==> src/design/dssb_pkg.sv <==
// Shared types, constants and helper functions for the two-stack buffer.
`default_nettype none
package dssb_pkg;

    localparam int DEPTH       = 16;
    localparam int DATA_BITS   = 32;
    localparam int MAX_RESULTS = 16;

    localparam int ADDR_W = $clog2(DEPTH);
    localparam int CNT_W  = $clog2(DEPTH + 1);
    localparam int SUM_W  = CNT_W + 1;
    localparam int NM_W   = $clog2(MAX_RESULTS);

    localparam logic [1:0] MODE_PUSH   = 2'd0;
    localparam logic [1:0] MODE_POP    = 2'd1;
    localparam logic [1:0] MODE_STATUS = 2'd2;
    localparam logic [1:0] MODE_SEARCH = 2'd3;

    typedef enum logic [1:0] {
        S_IDLE,
        S_EMIT,
        S_SCAN,
        S_FLUSH
    } t_state;

    typedef struct packed {
        logic [1:0]         mode;
        logic               stack_sel;
        logic signed [31:0] value;
    } t_in_beat;

    typedef struct packed {
        logic signed [31:0] data;
        logic [5:0]         position;
        logic               found;
        logic               error;
        logic [6:0]         count;
        logic               is_empty;
        logic               is_full;
        logic               last;
    } t_out_beat;

    typedef struct packed {
        logic      valid;
        t_out_beat beat;
    } t_emit;

    typedef struct packed {
        logic                 we;
        logic [ADDR_W-1:0]    waddr;
        logic [DATA_BITS-1:0] wdata;
        logic                 re;
        logic [ADDR_W-1:0]    raddr;
    } t_ram_req;

    // Stack A sits at the bottom of the store, stack B is mirrored from the top.
    function automatic logic [ADDR_W-1:0] store_addr(input logic sel,
                                                     input logic [CNT_W-1:0] pos);
        logic [ADDR_W-1:0] p;
        p = pos[ADDR_W-1:0];
        return sel ? (ADDR_W'(DEPTH - 1) - p) : p;
    endfunction

    function automatic logic [DATA_BITS-1:0] to_word(input logic signed [31:0] v);
        return DATA_BITS'(v);
    endfunction

    function automatic logic signed [31:0] from_word(input logic [DATA_BITS-1:0] w);
        return 32'($signed(w));
    endfunction

endpackage
`default_nettype wire

==> src/design/dssb_ram.sv <==
// Generic single-write, single-read RAM with registered read data.
`default_nettype none
module dssb_ram #(
    parameter int WIDTH = 32,
    parameter int DEPTH = 16
) (
    input  wire logic                     i_clk,
    input  wire logic                     i_we,
    input  wire logic [$clog2(DEPTH)-1:0] i_waddr,
    input  wire logic [WIDTH-1:0]         i_wdata,
    input  wire logic                     i_re,
    input  wire logic [$clog2(DEPTH)-1:0] i_raddr,
    output logic      [WIDTH-1:0]         o_rdata
);

    logic [WIDTH-1:0] r_mem [DEPTH];
    logic [WIDTH-1:0] r_rdata;

    always_ff @(posedge i_clk) begin
        if (i_we) begin
            r_mem[i_waddr] <= i_wdata;
        end
        if (i_re) begin
            r_rdata <= r_mem[i_raddr];
        end
    end

    assign o_rdata = r_rdata;

endmodule
`default_nettype wire

==> src/design/dssb_ctrl.sv <==
// Sequencer: stack counters, push/pop/status handling and the serial search scan.
`default_nettype none
module dssb_ctrl
    import dssb_pkg::*;
(
    input  wire logic                 i_clk,
    input  wire logic                 i_rst_n,
    input  wire logic                 i_in_valid,
    output logic                      o_in_stall,
    input  wire t_in_beat             i_in,
    input  wire logic                 i_emit_ok,
    output t_emit                     o_emit,
    output t_ram_req                  o_ram,
    input  wire logic [DATA_BITS-1:0] i_ram_rdata
);

    t_state               r_state, n_state;
    logic [CNT_W-1:0]     r_cnt_up, n_cnt_up;
    logic [CNT_W-1:0]     r_cnt_dn, n_cnt_dn;
    logic                 r_sel, n_sel;
    logic [1:0]           r_mode, n_mode;
    logic [DATA_BITS-1:0] r_key, n_key;
    logic                 r_err, n_err;
    logic [CNT_W-1:0]     r_pos, n_pos;
    logic                 r_cmp_v, n_cmp_v;
    logic [CNT_W-1:0]     r_cmp_pos, n_cmp_pos;
    logic                 r_pend, n_pend;
    logic [CNT_W-1:0]     r_pend_pos, n_pend_pos;
    logic [NM_W-1:0]      r_nmatch, n_nmatch;

    logic [CNT_W-1:0] cur_cnt;
    logic [CNT_W-1:0] in_cnt;
    logic [SUM_W-1:0] cnt_sum;
    logic             full_now;
    logic             hit;
    logic             cap;
    logic             scan_hold;

    always_ff @(posedge i_clk) begin
        if (!i_rst_n) begin
            r_state  <= S_IDLE;
            r_cnt_up <= '0;
            r_cnt_dn <= '0;
            r_cmp_v  <= 1'b0;
            r_pend   <= 1'b0;
        end else begin
            r_state  <= n_state;
            r_cnt_up <= n_cnt_up;
            r_cnt_dn <= n_cnt_dn;
            r_cmp_v  <= n_cmp_v;
            r_pend   <= n_pend;
        end
    end

    always_ff @(posedge i_clk) begin
        r_sel      <= n_sel;
        r_mode     <= n_mode;
        r_key      <= n_key;
        r_err      <= n_err;
        r_pos      <= n_pos;
        r_cmp_pos  <= n_cmp_pos;
        r_pend_pos <= n_pend_pos;
        r_nmatch   <= n_nmatch;
    end

    assign cur_cnt  = r_sel ? r_cnt_dn : r_cnt_up;
    assign in_cnt   = i_in.stack_sel ? r_cnt_dn : r_cnt_up;
    assign cnt_sum  = SUM_W'(r_cnt_up) + SUM_W'(r_cnt_dn);
    assign full_now = (cnt_sum >= SUM_W'(DEPTH));
    assign hit      = r_cmp_v && (i_ram_rdata == r_key);
    assign cap      = hit && (r_nmatch == NM_W'(MAX_RESULTS - 1));

    always_comb begin
        n_state    = r_state;
        n_cnt_up   = r_cnt_up;
        n_cnt_dn   = r_cnt_dn;
        n_sel      = r_sel;
        n_mode     = r_mode;
        n_key      = r_key;
        n_err      = r_err;
        n_pos      = r_pos;
        n_cmp_v    = r_cmp_v;
        n_cmp_pos  = r_cmp_pos;
        n_pend     = r_pend;
        n_pend_pos = r_pend_pos;
        n_nmatch   = r_nmatch;
        scan_hold  = 1'b0;

        o_in_stall = 1'b1;
        o_ram      = '0;

        o_emit                = '0;
        o_emit.beat.count     = 7'(cur_cnt);
        o_emit.beat.is_empty  = (cur_cnt == '0);
        o_emit.beat.is_full   = full_now;
        o_emit.beat.last      = 1'b1;

        unique case (r_state)
            S_IDLE: begin
                o_in_stall = 1'b0;
                if (i_in_valid) begin
                    n_sel  = i_in.stack_sel;
                    n_mode = i_in.mode;
                    n_key  = to_word(i_in.value);
                    n_err  = 1'b0;
                    n_state = S_EMIT;
                    unique case (i_in.mode)
                        MODE_PUSH: begin
                            n_err = full_now;
                            if (!full_now) begin
                                o_ram.we    = 1'b1;
                                o_ram.waddr = store_addr(i_in.stack_sel, in_cnt);
                                o_ram.wdata = to_word(i_in.value);
                                if (i_in.stack_sel) begin
                                    n_cnt_dn = in_cnt + CNT_W'(1);
                                end else begin
                                    n_cnt_up = in_cnt + CNT_W'(1);
                                end
                            end
                        end
                        MODE_POP: begin
                            n_err = (in_cnt == '0);
                            if (in_cnt != '0) begin
                                o_ram.re    = 1'b1;
                                o_ram.raddr = store_addr(i_in.stack_sel,
                                                         in_cnt - CNT_W'(1));
                                if (i_in.stack_sel) begin
                                    n_cnt_dn = in_cnt - CNT_W'(1);
                                end else begin
                                    n_cnt_up = in_cnt - CNT_W'(1);
                                end
                            end
                        end
                        MODE_STATUS: begin
                            n_err = 1'b0;
                        end
                        MODE_SEARCH: begin
                            n_pos    = in_cnt;
                            n_pend   = 1'b0;
                            n_nmatch = '0;
                            n_cmp_v  = 1'b0;
                            n_state  = S_SCAN;
                        end
                    endcase
                end
            end
            S_EMIT: begin
                o_emit.valid      = 1'b1;
                o_emit.beat.error = r_err;
                if (r_mode == MODE_POP && !r_err) begin
                    o_emit.beat.data = from_word(i_ram_rdata);
                end
                if (i_emit_ok) begin
                    n_state = S_IDLE;
                end
            end
            S_SCAN: begin
                // A new match pushes the previous one out with last clear; the
                // newest match stays pending until we know whether more follow.
                o_emit.valid         = hit && r_pend;
                o_emit.beat.found    = 1'b1;
                o_emit.beat.position = 6'(r_pend_pos);
                o_emit.beat.last     = 1'b0;
                scan_hold            = hit && r_pend && !i_emit_ok;
                if (!scan_hold) begin
                    if (hit) begin
                        n_pend     = 1'b1;
                        n_pend_pos = r_cmp_pos;
                        if (!cap) begin
                            n_nmatch = r_nmatch + NM_W'(1);
                        end
                    end
                    if (cap || r_pos == '0) begin
                        n_cmp_v = 1'b0;
                        n_state = S_FLUSH;
                    end else begin
                        o_ram.re    = 1'b1;
                        o_ram.raddr = store_addr(r_sel, r_pos - CNT_W'(1));
                        n_pos       = r_pos - CNT_W'(1);
                        n_cmp_pos   = r_pos - CNT_W'(1);
                        n_cmp_v     = 1'b1;
                    end
                end
            end
            S_FLUSH: begin
                o_emit.valid = 1'b1;
                if (r_pend) begin
                    o_emit.beat.found    = 1'b1;
                    o_emit.beat.position = 6'(r_pend_pos);
                end
                if (i_emit_ok) begin
                    n_state = S_IDLE;
                end
            end
            default: begin
                n_state = S_IDLE;
            end
        endcase
    end

`ifndef SYNTHESIS
    a_sum_bound: assert property (@(posedge i_clk) disable iff (!i_rst_n)
        cnt_sum <= SUM_W'(DEPTH))
        else $error("stack counts exceed the store depth");

    a_cnt_on_accept: assert property (@(posedge i_clk) disable iff (!i_rst_n)
        ($past(i_rst_n) && (r_cnt_up != $past(r_cnt_up) || r_cnt_dn != $past(r_cnt_dn)))
        |-> $past(i_in_valid && r_state == S_IDLE))
        else $error("stack count changed without an accepted beat");

    a_scan_emit_pend: assert property (@(posedge i_clk) disable iff (!i_rst_n)
        (r_state == S_SCAN && !r_pend) |-> !o_emit.valid)
        else $error("search emitted a beat with no pending match");

    a_scan_read_pos: assert property (@(posedge i_clk) disable iff (!i_rst_n)
        (r_state == S_SCAN && o_ram.re) |-> r_pos != '0)
        else $error("search read past the stack bottom");
`endif

endmodule
`default_nettype wire

==> src/design/dual_stack_shared_buffer_unit.sv <==
// Top level: two stacks sharing one store, with a registered result port.
//
//  Channel  Direction  Handshake               Beat type
//  in       input      i_in_valid/o_in_stall   t_in_beat
//  out      output     o_out_valid/i_out_stall t_out_beat
//
// Push, pop and status first update the counters and touch the store, then hand
// the result to the output register.
// A search reads one stored element per cycle, unless a stall on the output holds it,
// through the single RAM read port and compares it once the registered read data returns.
// A stall on the output holds the sequencer at the next result it must send.
// Reset clears both stack counts; the store contents are not cleared.
`default_nettype none
module dual_stack_shared_buffer_unit
    import dssb_pkg::*;
(
    input  wire logic      i_clk,
    input  wire logic      i_rst_n,
    input  wire logic      i_in_valid,
    output logic           o_in_stall,
    input  wire t_in_beat  i_in,
    output logic           o_out_valid,
    input  wire logic      i_out_stall,
    output t_out_beat      o_out
);

    t_emit                emit;
    t_ram_req             ram_req;
    logic [DATA_BITS-1:0] ram_rdata;
    logic                 emit_ok;

    logic      r_out_valid, n_out_valid;
    t_out_beat r_out, n_out;

    dssb_ctrl u_ctrl (
        .i_clk       (i_clk),
        .i_rst_n     (i_rst_n),
        .i_in_valid  (i_in_valid),
        .o_in_stall  (o_in_stall),
        .i_in        (i_in),
        .i_emit_ok   (emit_ok),
        .o_emit      (emit),
        .o_ram       (ram_req),
        .i_ram_rdata (ram_rdata)
    );

    dssb_ram #(
        .WIDTH (DATA_BITS),
        .DEPTH (DEPTH)
    ) u_store (
        .i_clk   (i_clk),
        .i_we    (ram_req.we),
        .i_waddr (ram_req.waddr),
        .i_wdata (ram_req.wdata),
        .i_re    (ram_req.re),
        .i_raddr (ram_req.raddr),
        .o_rdata (ram_rdata)
    );

    // The output register takes a new beat whenever it is empty or being drained.
    assign emit_ok = !r_out_valid || !i_out_stall;

    always_comb begin
        n_out       = r_out;
        n_out_valid = r_out_valid && i_out_stall;
        if (emit.valid && emit_ok) begin
            n_out       = emit.beat;
            n_out_valid = 1'b1;
        end
    end

    always_ff @(posedge i_clk) begin
        if (!i_rst_n) begin
            r_out_valid <= 1'b0;
        end else begin
            r_out_valid <= n_out_valid;
        end
    end

    always_ff @(posedge i_clk) begin
        r_out <= n_out;
    end

    assign o_out_valid = r_out_valid;
    assign o_out       = r_out;

endmodule
`default_nettype wire

==> config.mk <==
export PLATFORM = sky130hd
export DESIGN_NAME = dual_stack_shared_buffer_unit
export DESIGN_NICKNAME = d
export VERILOG_FILES = /design/src/design/dssb_pkg.sv /design/src/design/dssb_ram.sv /design/src/design/dssb_ctrl.sv /design/src/design/dual_stack_shared_buffer_unit.sv
export SDC_FILE = /design/constraint.sdc
export NUM_CORES = 1
export LEC_CHECK = 0
export BUFFER_PORTS_ARGS = -buffer_cell sky130_fd_sc_hd__buf_4
export CELL_PAD_IN_SITES_DETAIL_PLACEMENT = 1
export CELL_PAD_IN_SITES_GLOBAL_PLACEMENT = 2
export CORE_MARGIN = 2
export CORE_UTILIZATION = 30
export CTS_BUF_LIST = sky130_fd_sc_hd__clkbuf_4
export DETAILED_ROUTE_END_ITERATION = 16
export PLACE_DENSITY = 0.6
export SLEW_MARGIN = 40
export SYNTH_ARGS = -nofsm -noshare
export SYNTH_HDL_FRONTEND = slang
export SYNTH_SLANG_ARGS = --single-unit
==> constraint.sdc <==
create_clock -name i_clk -period 6.95 [get_ports i_clk]
set_clock_uncertainty 0.05 [all_clocks]
set_input_delay 0.3475 -clock i_clk [delete_from_list [all_inputs] [get_ports i_clk]]
set_output_delay 0.3475 -clock i_clk [all_outputs]
set_load 0.1 [all_outputs]
# Word-level counts from Yosys, hierarchy flattened
# Memory sizes are Yosys's and may differ from the RTL's. A register that Yosys moved wholly into a read port is not among the register bits.
# Index checks and enable logic that the tools add are counted.
[totals]
regBits = 118
ram_bits = 512
input_bits = 39
out_inout_bits = 52
memories = 1
[classes]
addsub = 8
magnitude_cmp = 1
eq_ne = 22
muxes = 58
bitwise = 2
n_reduce_logical = 33
[mem_list]
columns = ["memory", "words", "word_bits", "read_ports", "rd_clocked_by_memory_dff", "write_ports", "line_no", "source"]
rows = [
  ["u_store.r_mem", 16, 32, 1, 1, 1, "dssb_ram.sv:16", "logic [WIDTH-1:0] r_mem [DEPTH];"],
]
[ops]
columns = ["operator", "count"]
rows = [
  ["$mux W37", 3],
  ["$mux W5", 18],
  ["$mux W42", 1],
  ["$pmux W5 S2", 4],
  ["$eq A32 B32 Y1", 1],
  ["$mux W4", 8],
  ["$ne A2 B2 Y1 const B", 10],
  ["$logic_not A5 Y1", 3],
  ["$pmux W7 S2", 1],
  ["$reduce_and A7 Y1", 2],
  ["$sub A4 B4 Y4 const A", 3],
  ["$mux W1", 11],
  ["$mux W2", 5],
  ["$reduce_and A5 Y1", 2],
  ["$sub A5 B1 Y5 const B", 2],
  ["$ne A2 B1 Y1 const B", 4],
  ["$pmux W1 S2", 4],
  ["$pmux W4 S2", 1],
  ["$reduce_and A4 Y1", 2],
  ["$logic_and A1 B1 Y1", 7],
  ["$add A5 B5 Y6", 1],
  ["$eq A2 B1 Y1 const B", 3],
  ["$eq A2 B2 Y1 const B", 3],
  ["$ge A6 B5 Y1 const B", 1],
  ["other kinds (15)", 24],
]

# Longest topological paths before layout
# Gate-level depths: netlist of run 1.
[depth]
ltp_word = 10
mapped_depth = 15
ltp_nobuf = 11

# Hierarchy
# From an unflattened synthesis of run 1, not the netlist that was laid out.
[hier_totals]
hier_cells = 1270
area_unflattened_um2 = 25688.4
[modules_own_cells]
columns = ["module", "n_inst", "cells_per_inst", "area_per_inst_um2", "seq_area_each_um2"]
rows = [
  ["dssb_ram", 1, 838, 20155.6, 16335.7],
  ["dssb_ctrl", 1, 377, 3990.1, 1931.9],
  ["dual_stack_shared_buffer_unit", 1, 55, 1542.7, 1521.5],
]

# Least setup slack after synthesis of run 1
# OpenSTA, ideal clock, no wires.
[synth_timing]
path_type = "register to register"
from = "register u_ctrl.r_cnt_up[1]"
to = "memory u_store.r_mem[4][0] (enable)"
setup_time_ps = 421
t_arrival_ps = 3477
required_ps = 6479
path_slack_ps = 3002
stages_incl_launch_ff = 9
synth_period_minus_slack_ps = 3948
path_cell_list = "dfxtp_1 -> ha_1 -> a31oi_1 -> nor2b_1 -> o21ai_0 -> nand2_1 -> nor4_1 -> o21ai_0 -> nor2_1"
[synth_lines]
columns = ["element", "line_no", "source"]
rows = [
  ["start: declaration", "dssb_ctrl.sv:18", "logic [CNT_W-1:0] r_cnt_up, n_cnt_up;"],
  ["start signal: assignment", "dssb_ctrl.sv:48", "r_cnt_up <= n_cnt_up;"],
  ["end: declaration", "dssb_ram.sv:16", ""],
]

# Final worst setup path of run 1
[layout_timing]
from = "register u_store.r_rdata[22], in the netlist u_store.o_rdata[22], read port of u_store.r_mem"
to = "register u_store.r_rdata[12], in the netlist u_store.o_rdata[12], read port of u_store.r_mem, data pin"
[layout_between]
elab_chain_cells = 7
[layout_rtl]
columns = ["element", "line_no", "source"]
rows = [
  ["start: declaration", "dssb_ram.sv:17", "logic [WIDTH-1:0] r_rdata;"],
  ["$eq A32 B32 Y1 (*)", "dssb_ctrl.sv:70", "assign hit = r_cmp_v && (i_ram_rdata == r_key);"],
  ["$logic_and A1 B1 Y1 (*)", "dssb_ctrl.sv:70", ""],
  ["$logic_and A1 B1 Y1", "dssb_ctrl.sv:71", "assign cap = hit && (r_nmatch == NM_W'(MAX_RESULTS - 1));"],
  ["$logic_or A1 B1 Y1", "dssb_ctrl.sv:173", "if (cap || r_pos == '0) begin"],
  ["$mux W5", "dssb_ctrl.sv:173", ""],
  ["$mux W5 (*)", "dssb_ctrl.sv:165", "if (!scan_hold) begin"],
  ["$pmux W5 S2 (*)", "dssb_ctrl.sv:98", "unique case (r_state)"],
]
# Every way passes the cells marked *; elsewhere a longest branch is shown, timed or not.
# A chain may end at the register's enable or synchronous reset.

==> results.rst, run 1 <==
.. list-table::
   :header-rows: 1

   * - Metric
     - Value
   * - Clock tree from TritonCTS
     - done
   * - Cell chosen for the clock root
     - clkbuf_4
   * - Number of routed nets with antenna violations
     - 0
   * - Area occupied by registers
     - ~0.02 mm²
   * - Fill cell total of the finished layout
     - 9153
   * - Sequential Power Share
     - a little over 50%
   * - Fmax achieved
     - between 200 and 250 MHz
   * - Final setup viols
     - 0
   * - Cells after DPL
     - ~3.0k
   * - Synth async-reset ratio
     - 0%
   * - CP required
     - ~7.8 ns
   * - Deepest level of the CTS H-tree
     - 4
   * - Total power per unit cell area
     - approximately 270 mW/mm²
   * - CTS max path bufs
     - 3
   * - Netlist Area Pre-Place
     - 0.0267 mm²
   * - Most used cells in the layout excluding fill and tap cells
     - edfxtp_1, clkbuf_4, nand2_1
   * - Die Width
     - between 300 and 400 µm
   * - Run status
     - finished, final reports clean
   * - Part of the power in combinational logic
     - 7.9%
   * - Number of synthesized flops with an enable pin
     - 646
   * - Drt wl/cell
     - ~24 µm
   * - Area occupied by multi-input gates
     - 0.00664 mm²
   * - Fin crit period
     - 4.68 ns
   * - Most common flop cell mapped by yosys
     - edfxtp_1
   * - Number of nets at the end of the flow
     - around 2.1k
   * - Starting Density
     - 30.2%
   * - Number of standard cells in the final layout excluding fillers
     - around 3.4k
   * - Number of cell rows
     - 109
   * - Cell area after layout
     - about 0.032 mm²
   * - Worst Path Class, Setup
     - register to register
   * - Total placed instance area
     - roughly 0.029 mm²
   * - Post-CTS setup buffer count
     - 0
   * - VDD IR-drop max
     - around 0.14 mV
   * - Pin count of the biggest net entering global routing
     - 120
   * - Crit start category
     - register
   * - Initial antenna violation count
     - 8
   * - Fraction of final layout cells sized beyond drive strength 1
     - a little over a fifth
   * - PortBufs
     - 87
   * - Total Routed Length
     - just over 80 mm
   * - Top-Level Pins
     - around 90
   * - R2r setup slk
     - 2.27 ns
   * - Clock Pin Slew Worst Setup and Hold Paths
     - ~0.06 ns
   * - Total grt overflow
     - 0
   * - Routability-driven placement congestion ratio
     - between 0.7 and 0.8
   * - RSZ-0062 raised after global routing
     - no
   * - Reported net switching power
     - around 2200 µW
   * - Number of buffers added to fix hold violations after cts
     - 74
   * - Number of clock buffers inserted by TritonCTS
     - roughly 180
   * - Post-synthesis to final-layout area growth
     - 21.6%
   * - Setup TNS
     - 0 ns
   * - Initial detailed-routing violation count
     - 1297
   * - Height of the die
     - 302 µm
   * - Pre-antenna DRT Iters
     - 5
   * - Setup slack after placement
     - between 2 and 2.5 ns
   * - Crit path capture type
     - register
   * - Static power due to leakage
     - 0.0121 µW
   * - Gate count after technology mapping
     - approximately 1.8k
   * - Max-capacitance violation count
     - 0
   * - Final period utilization
     - ~67%
   * - Post-cts repair resize count
     - 0
   * - Clock network fraction of total power
     - 41.3%
   * - Overall routing resource usage
     - 18.1%
   * - Synthesis-stage register bit count
     - 661
   * - Number of different library cells in the post-synthesis netlist
     - 65
   * - Internal
     - between 6000 and 7000 µW
   * - HPWL after detailed placement
     - between 40 and 50 mm
   * - Final Max Tran Viols
     - 0
   * - Remaining max-slew budget at the tightest pin
     - a little over two fifths
   * - Worst Hold Class
     - input port to register
   * - Final-report hold violation count
     - 0
   * - Yosys Warn Count
     - 0
   * - Remaining DRCs
     - 0
   * - Detailed-route via count
     - 16.8k
   * - Total die area
     - around 0.091 mm²
   * - Average size of a mapped cell
     - ~15 µm²
   * - CTS sink count
     - approximately 660
   * - Sequential-to-total area share from yosys stat
     - around three quarters
   * - Critical Path AT
     - about 5.5 ns
   * - Switching part of the total
     - approximately 25%
   * - Worst Max-Slew Pin Slew
     - between 0.8 and 0.9 ns
   * - Setup WS post-layout
     - roughly 2.3 ns
   * - Peak fanout along the critical path
     - 27
   * - Post-detailed-route via-to-cell ratio
     - roughly 5
   * - Commonest non-fill, non-tap cell in the layout
     - edfxtp_1
   * - Placeable core area
     - 0.0882 mm²
   * - Via count of the first global-routing pass
     - ~18k
   * - Global-route wire length before repair
     - between 100 and 150 mm
   * - Clock insertion delay at the later pin of the skew report
     - between 1 and 1.5 ns
==> power groups by stage <==
stage | Combinational (µW) | Clock [µW] | Sequential, µW
CTS | 706 | 3770 | 4470
finish | 700 | 3640 | 4470
floorplan | 332 | 0 | 4640
global route | 749 | 3970 | 4470
global placement | 645 | 0 | 4550
detailed placement | 666 | 0 | 4550
==> critical path, stage by stage (launching register included) <==
cell	delay, ns
edfxtp_1	0.42
xnor2_1	0.49
nand4_1	0.42
nor4_2	0.59
nand4b_1	0.42
nand2_2	0.33
inv_2	0.15
o2bb2a_4	0.39
buf_12	0.25
buf_4	0.24
a221o_1	0.37
nor3_1	0.24
a211o_1	0.14
==> stage by stage <==
stage               util, %  total power [µW]  hold WS, ns
finish                 36.8              8810        0.146
global route           36.8              9190       0.0598
CTS                    36.7              8940       0.0244
detailed placement     33.2              5220        0.365
global placement       32.6              5200        0.357
floorplan                 -              4970        0.350
==> state kept, by name (all words and copies together) (netlist names) <==
register           cells
u_ctrl.r_pos           5
u_ctrl.r_err           1
o_out                 47
u_ctrl.r_key          32
o_out_valid            1
u_ctrl.r_cnt_dn        5
u_ctrl.r_mode          2
u_store.r_mem        512
u_store.o_rdata       32
u_ctrl.r_pend_pos      5
u_ctrl.r_pend          1
u_ctrl.r_cmp_v         1
u_ctrl.r_cnt_up        5
u_ctrl.r_cmp_pos       5
u_ctrl.r_state         2
u_ctrl.r_sel           1
u_ctrl.r_nmatch        4
==> final timing paths <==
path	startpoint	end	cells after the start
max	u_store.o_rdata[22]$_DFFE_PP_	u_store.o_rdata[12]$_DFFE_PP_	12
min reg2reg	u_ctrl.r_cmp_pos[4]$_DFFE_PP_	u_ctrl.r_pend_pos[4]$_DFFE_PP_	0
min	i_in[34]	u_ctrl.r_mode[1]$_DFFE_PP_	2
max reg2reg	u_store.o_rdata[22]$_DFFE_PP_	u_store.o_rdata[12]$_DFFE_PP_	12
==> cell usage after synthesis, drive strengths merged, types with 4 or more instances <==
library cell	n	area, µm²
o21ai	14	70.1
mux2i	135	1350
inv	20	75.1
dfxtp	15	300
a21oi	75	375
nor3	72	360
ha	9	113
nor2	50	188
a211o	31	272
nand3	16	80.1
o22ai	33	206
xor2	6	52.6
a21boi	5	37.5
o211ai	4	30.0
nand4	8	50.1
nand2	216	813
a31oi	7	50.1
edfxtp	646	19400
buf	60	315
and3	65	407
clkbuf	36	144
and2	75	472
nand2b	5	31.3
nor2b	14	90.1
a221o	66	661
nor4	8	83.8
xnor2	35	307
==> cell families after synthesis <==
group,Yosys count,share of synthesized area [%]
compound gates,256,7.13
other cells,1,0.0141
buf+inv,117,2.02
fa+ha+maj,9,0.422
xor+xnor,41,1.35
mux,138,5.19
flops,661,73.9
simple gates,541,10.0
==> routing by layer <==
layer,vias up,track usage [%],part of all wire [%]
li1,7521,-,-
met1,8635,25.3,47
met2,537,27.4,45
met3,134,4.34,6.0
met4,2,5.99,2.2
met5,-,0,0.017
==> cell type report <==
cell class / instances / share of cell area, %
inverters: 21 / 0.243
flip-flops and latches: 661 / 60.7
diodes: 5 / 0.0386
clock inverters: 45 / 1.06
clock buffers: 275 / 6.36
multi-input cells: 988 / 20.5
well taps: 1165 / 4.49
repair buffers: 216 / 6.61
No activity file was read; power rests on OpenSTA's default activity.
==> inputs of run 2 (changes only) <==
Settings changed: PLACE_DENSITY 0.6 to 0.62.
Clock period 6.95 ns to 4.1 ns, I/O delays scaled along.
==> results.rst, run 2 (same netlist as run 1, synthesis figures left out) <==
.. list-table::
   :header-rows: 1

   * - Metric
     - Value
   * - Peak fanout along the critical path
     - 20
   * - Worst Hold Endpoint
     - u_ctrl.r_state[1]$_SDFFE_PN0P_
   * - Number of routed nets with antenna violations
     - 0
   * - Placeable core area
     - just under 0.09 mm²
   * - Initial antenna violation count
     - 8
   * - Top-Level Pins
     - 91
   * - RSZ-0062 raised after global routing
     - no
   * - Most used cells in the layout excluding fill and tap cells
     - edfxtp_1, clkbuf_4, nand2_1
   * - PortBufs
     - a little under 90
   * - Clock Pin Slew Worst Setup and Hold Paths
     - approximately 0.060 ns
   * - Busiest layer in global routing
     - met2
   * - HPWL after detailed placement
     - between 40 and 50 mm
   * - Min-Delay Path Depth
     - 4
   * - Fin crit period
     - about 3.8 ns
   * - Pin count of the biggest net entering global routing
     - 62
   * - Worst Max-Slew Pin Slew
     - ~0.8 ns
   * - Min-delay src
     - i_in[34]
   * - Number of flip-flops under the largest register name
     - 512
   * - Total power per unit cell area
     - approximately 450 mW/mm²
   * - Worst r2r src
     - u_store.o_rdata[19]$_DFFE_PP_
   * - Critical Path AT
     - 4.52 ns
   * - Number of clock buffers inserted by TritonCTS
     - about 180
   * - CTS max path bufs
     - 3
   * - Post-synthesis to final-layout area growth
     - 23.6%
   * - Cell chosen for the clock root
     - clkbuf_4
   * - Max-capacitance violation count
     - 0
   * - Fraction of final layout cells sized beyond drive strength 1
     - between 20% and 30%
   * - Register bank with the most flops
     - u_store.r_mem
   * - Terminus of the critical flop-to-flop path
     - u_store.o_rdata[20]$_DFFE_PP_
   * - Worst Hold Class
     - input port to register
   * - Final-report hold violation count
     - 0
   * - Fraction of met1 tracks used by global routing
     - between 20 and 25%
   * - Fill cell total of the finished layout
     - between 9k and 10k
   * - Die Width
     - 302 µm
   * - Number of cell rows
     - 109
   * - Via count of the first global-routing pass
     - 17.8k
   * - Commonest non-fill, non-tap cell in the layout
     - edfxtp_1
   * - Final Max Tran Viols
     - 0
   * - Crit path capture type
     - register
   * - Met2 usage in global routing
     - between 20% and 30%
   * - Overall routing resource usage
     - between 15 and 20%
   * - Remaining DRCs
     - 0
   * - Routability-driven placement congestion ratio
     - between 0.7 and 0.8
   * - Crit start category
     - register
   * - Total design power
     - 14800 µW
   * - Setup TNS
     - 0 ns
   * - Height of the die
     - ~300 µm
   * - Pre-antenna DRT Iters
     - 5
   * - Remaining max-slew budget at the tightest pin
     - between 40% and 50%
   * - Clock tree from TritonCTS
     - done
   * - Fmax achieved
     - roughly 260 MHz
   * - Final setup viols
     - 0
   * - Starting Density
     - 30.2%
   * - Static power due to leakage
     - approximately 0.012 µW
   * - GR Layer Usage met3
     - 3.66%
   * - Post-cts repair resize count
     - 0
   * - WHS
     - between 0.1 and 0.15 ns
   * - Post-detailed-route via-to-cell ratio
     - 4.92
   * - Global-route wire length before repair
     - 118 mm
   * - Initial detailed-routing violation count
     - 1026
   * - Total grt overflow
     - 0
   * - Worst Path Class, Setup
     - register to register
   * - Deepest level of the CTS H-tree
     - 4
   * - VDD IR-drop max
     - approximately 0.22 mV
   * - Run status
     - finished, final reports clean
   * - Length in cells of the worst reg-to-reg path
     - 12
   * - Number of nets at the end of the flow
     - ~2.2k
   * - CP required
     - ~4.8 ns
   * - Drt wl/cell
     - 23.8 µm
   * - Final period utilization
     - ~93%
   * - CTS sink count
     - between 600 and 700
   * - Total die area
     - slightly above 0.09 mm²
   * - Clock insertion delay at the later pin of the skew report
     - around 1.1 ns
   * - R2r setup slk
     - between 0.2 and 0.3 ns
   * - Detailed-route via count
     - between 15k and 20k
   * - Total Routed Length
     - 81.8 mm
[run 2: area by class of cell]
type                            count  area, µm²  share of cell area, %
Tap cell                         1165       1460                   4.42
Sequential cell                   661      19700                   59.8
Timing Repair Buffer              267       2740                   8.30
Antenna cell                        5       12.5                 0.0380
Clock buffer                      257       1930                   5.85
Inverter                           21       78.8                  0.239
Multi-Input combinational cell    988       6630                   20.1
Clock inverter                     70        417                   1.26
[run 2: repair_timing]
action                                  CTS  global route
buffers inserted                          0             0
hold endpoints to repair                665             0
hold buffers                             77             0
endpoints found under the setup margin    0             0
[run 2: stage by stage]
stage                     setup slack (ns)  area [µm²]  utilization (%)  instances
after floorplan                      0.152       26700                -       1766
after global placement               0.365       29800             33.8       3025
after detailed placement             0.299       29800             33.8       3025
after CTS                            0.263       32900             37.3       3429
after global routing                0.0877       33000             37.4       3433
final                                0.274       33000             37.4       3434
[run 2: how the worst max path moves through the flow]
stage | start | endpoint | slack, ns | cells after the start
finish | u_store.o_rdata[19]$_DFFE_PP_ | u_store.o_rdata[20]$_DFFE_PP_ | 0.27 | 12
global route | u_store.o_rdata[19]$_DFFE_PP_ | u_store.o_rdata[26]$_DFFE_PP_ | 0.09 | 11
CTS | u_store.o_rdata[19]$_DFFE_PP_ | u_store.o_rdata[20]$_DFFE_PP_ | 0.26 | 12
detailed placement | u_store.o_rdata[19]$_DFFE_PP_ | u_store.o_rdata[20]$_DFFE_PP_ | 0.30 | 12
global placement | u_store.o_rdata[3]$_DFFE_PP_ | u_store.o_rdata[17]$_DFFE_PP_ | 0.37 | 12
floorplan | u_ctrl.r_cnt_up[1]$_SDFFE_PN0P_ | u_store.r_mem[4][0]$_DFFE_PP_ | 0.15 | 8
[run 2: power by group]
group | internal [µW] | leakage [µW] | switching (µW) | total, µW
sequential | 7510 | 0.00614 | 61.8 | 7570
clock | 3060 | 0.00138 | 2880 | 5940
combinational | 442 | 0.00485 | 809 | 1250
[run 2: layer usage]
metal	routed length [µm]	vias to the layer above
li1	-	7604
met1	37500	8655
met2	38200	483
met3	4230	148
met4	1910	0
met5	0	-
[run 2: critical path, cell delays in order, from the launching register on]
cell and delay, ns:
edfxtp_1 0.42, xnor2_1 0.38, nand4_1 0.38, nor4_2 0.49, buf_4 0.19, a31oi_1 0.13, nor2_4 0.18, buf_4 0.24
buf_12 0.20, mux2i_1 0.24, a221o_1 0.25, o22ai_1 0.12, a211o_1 0.29
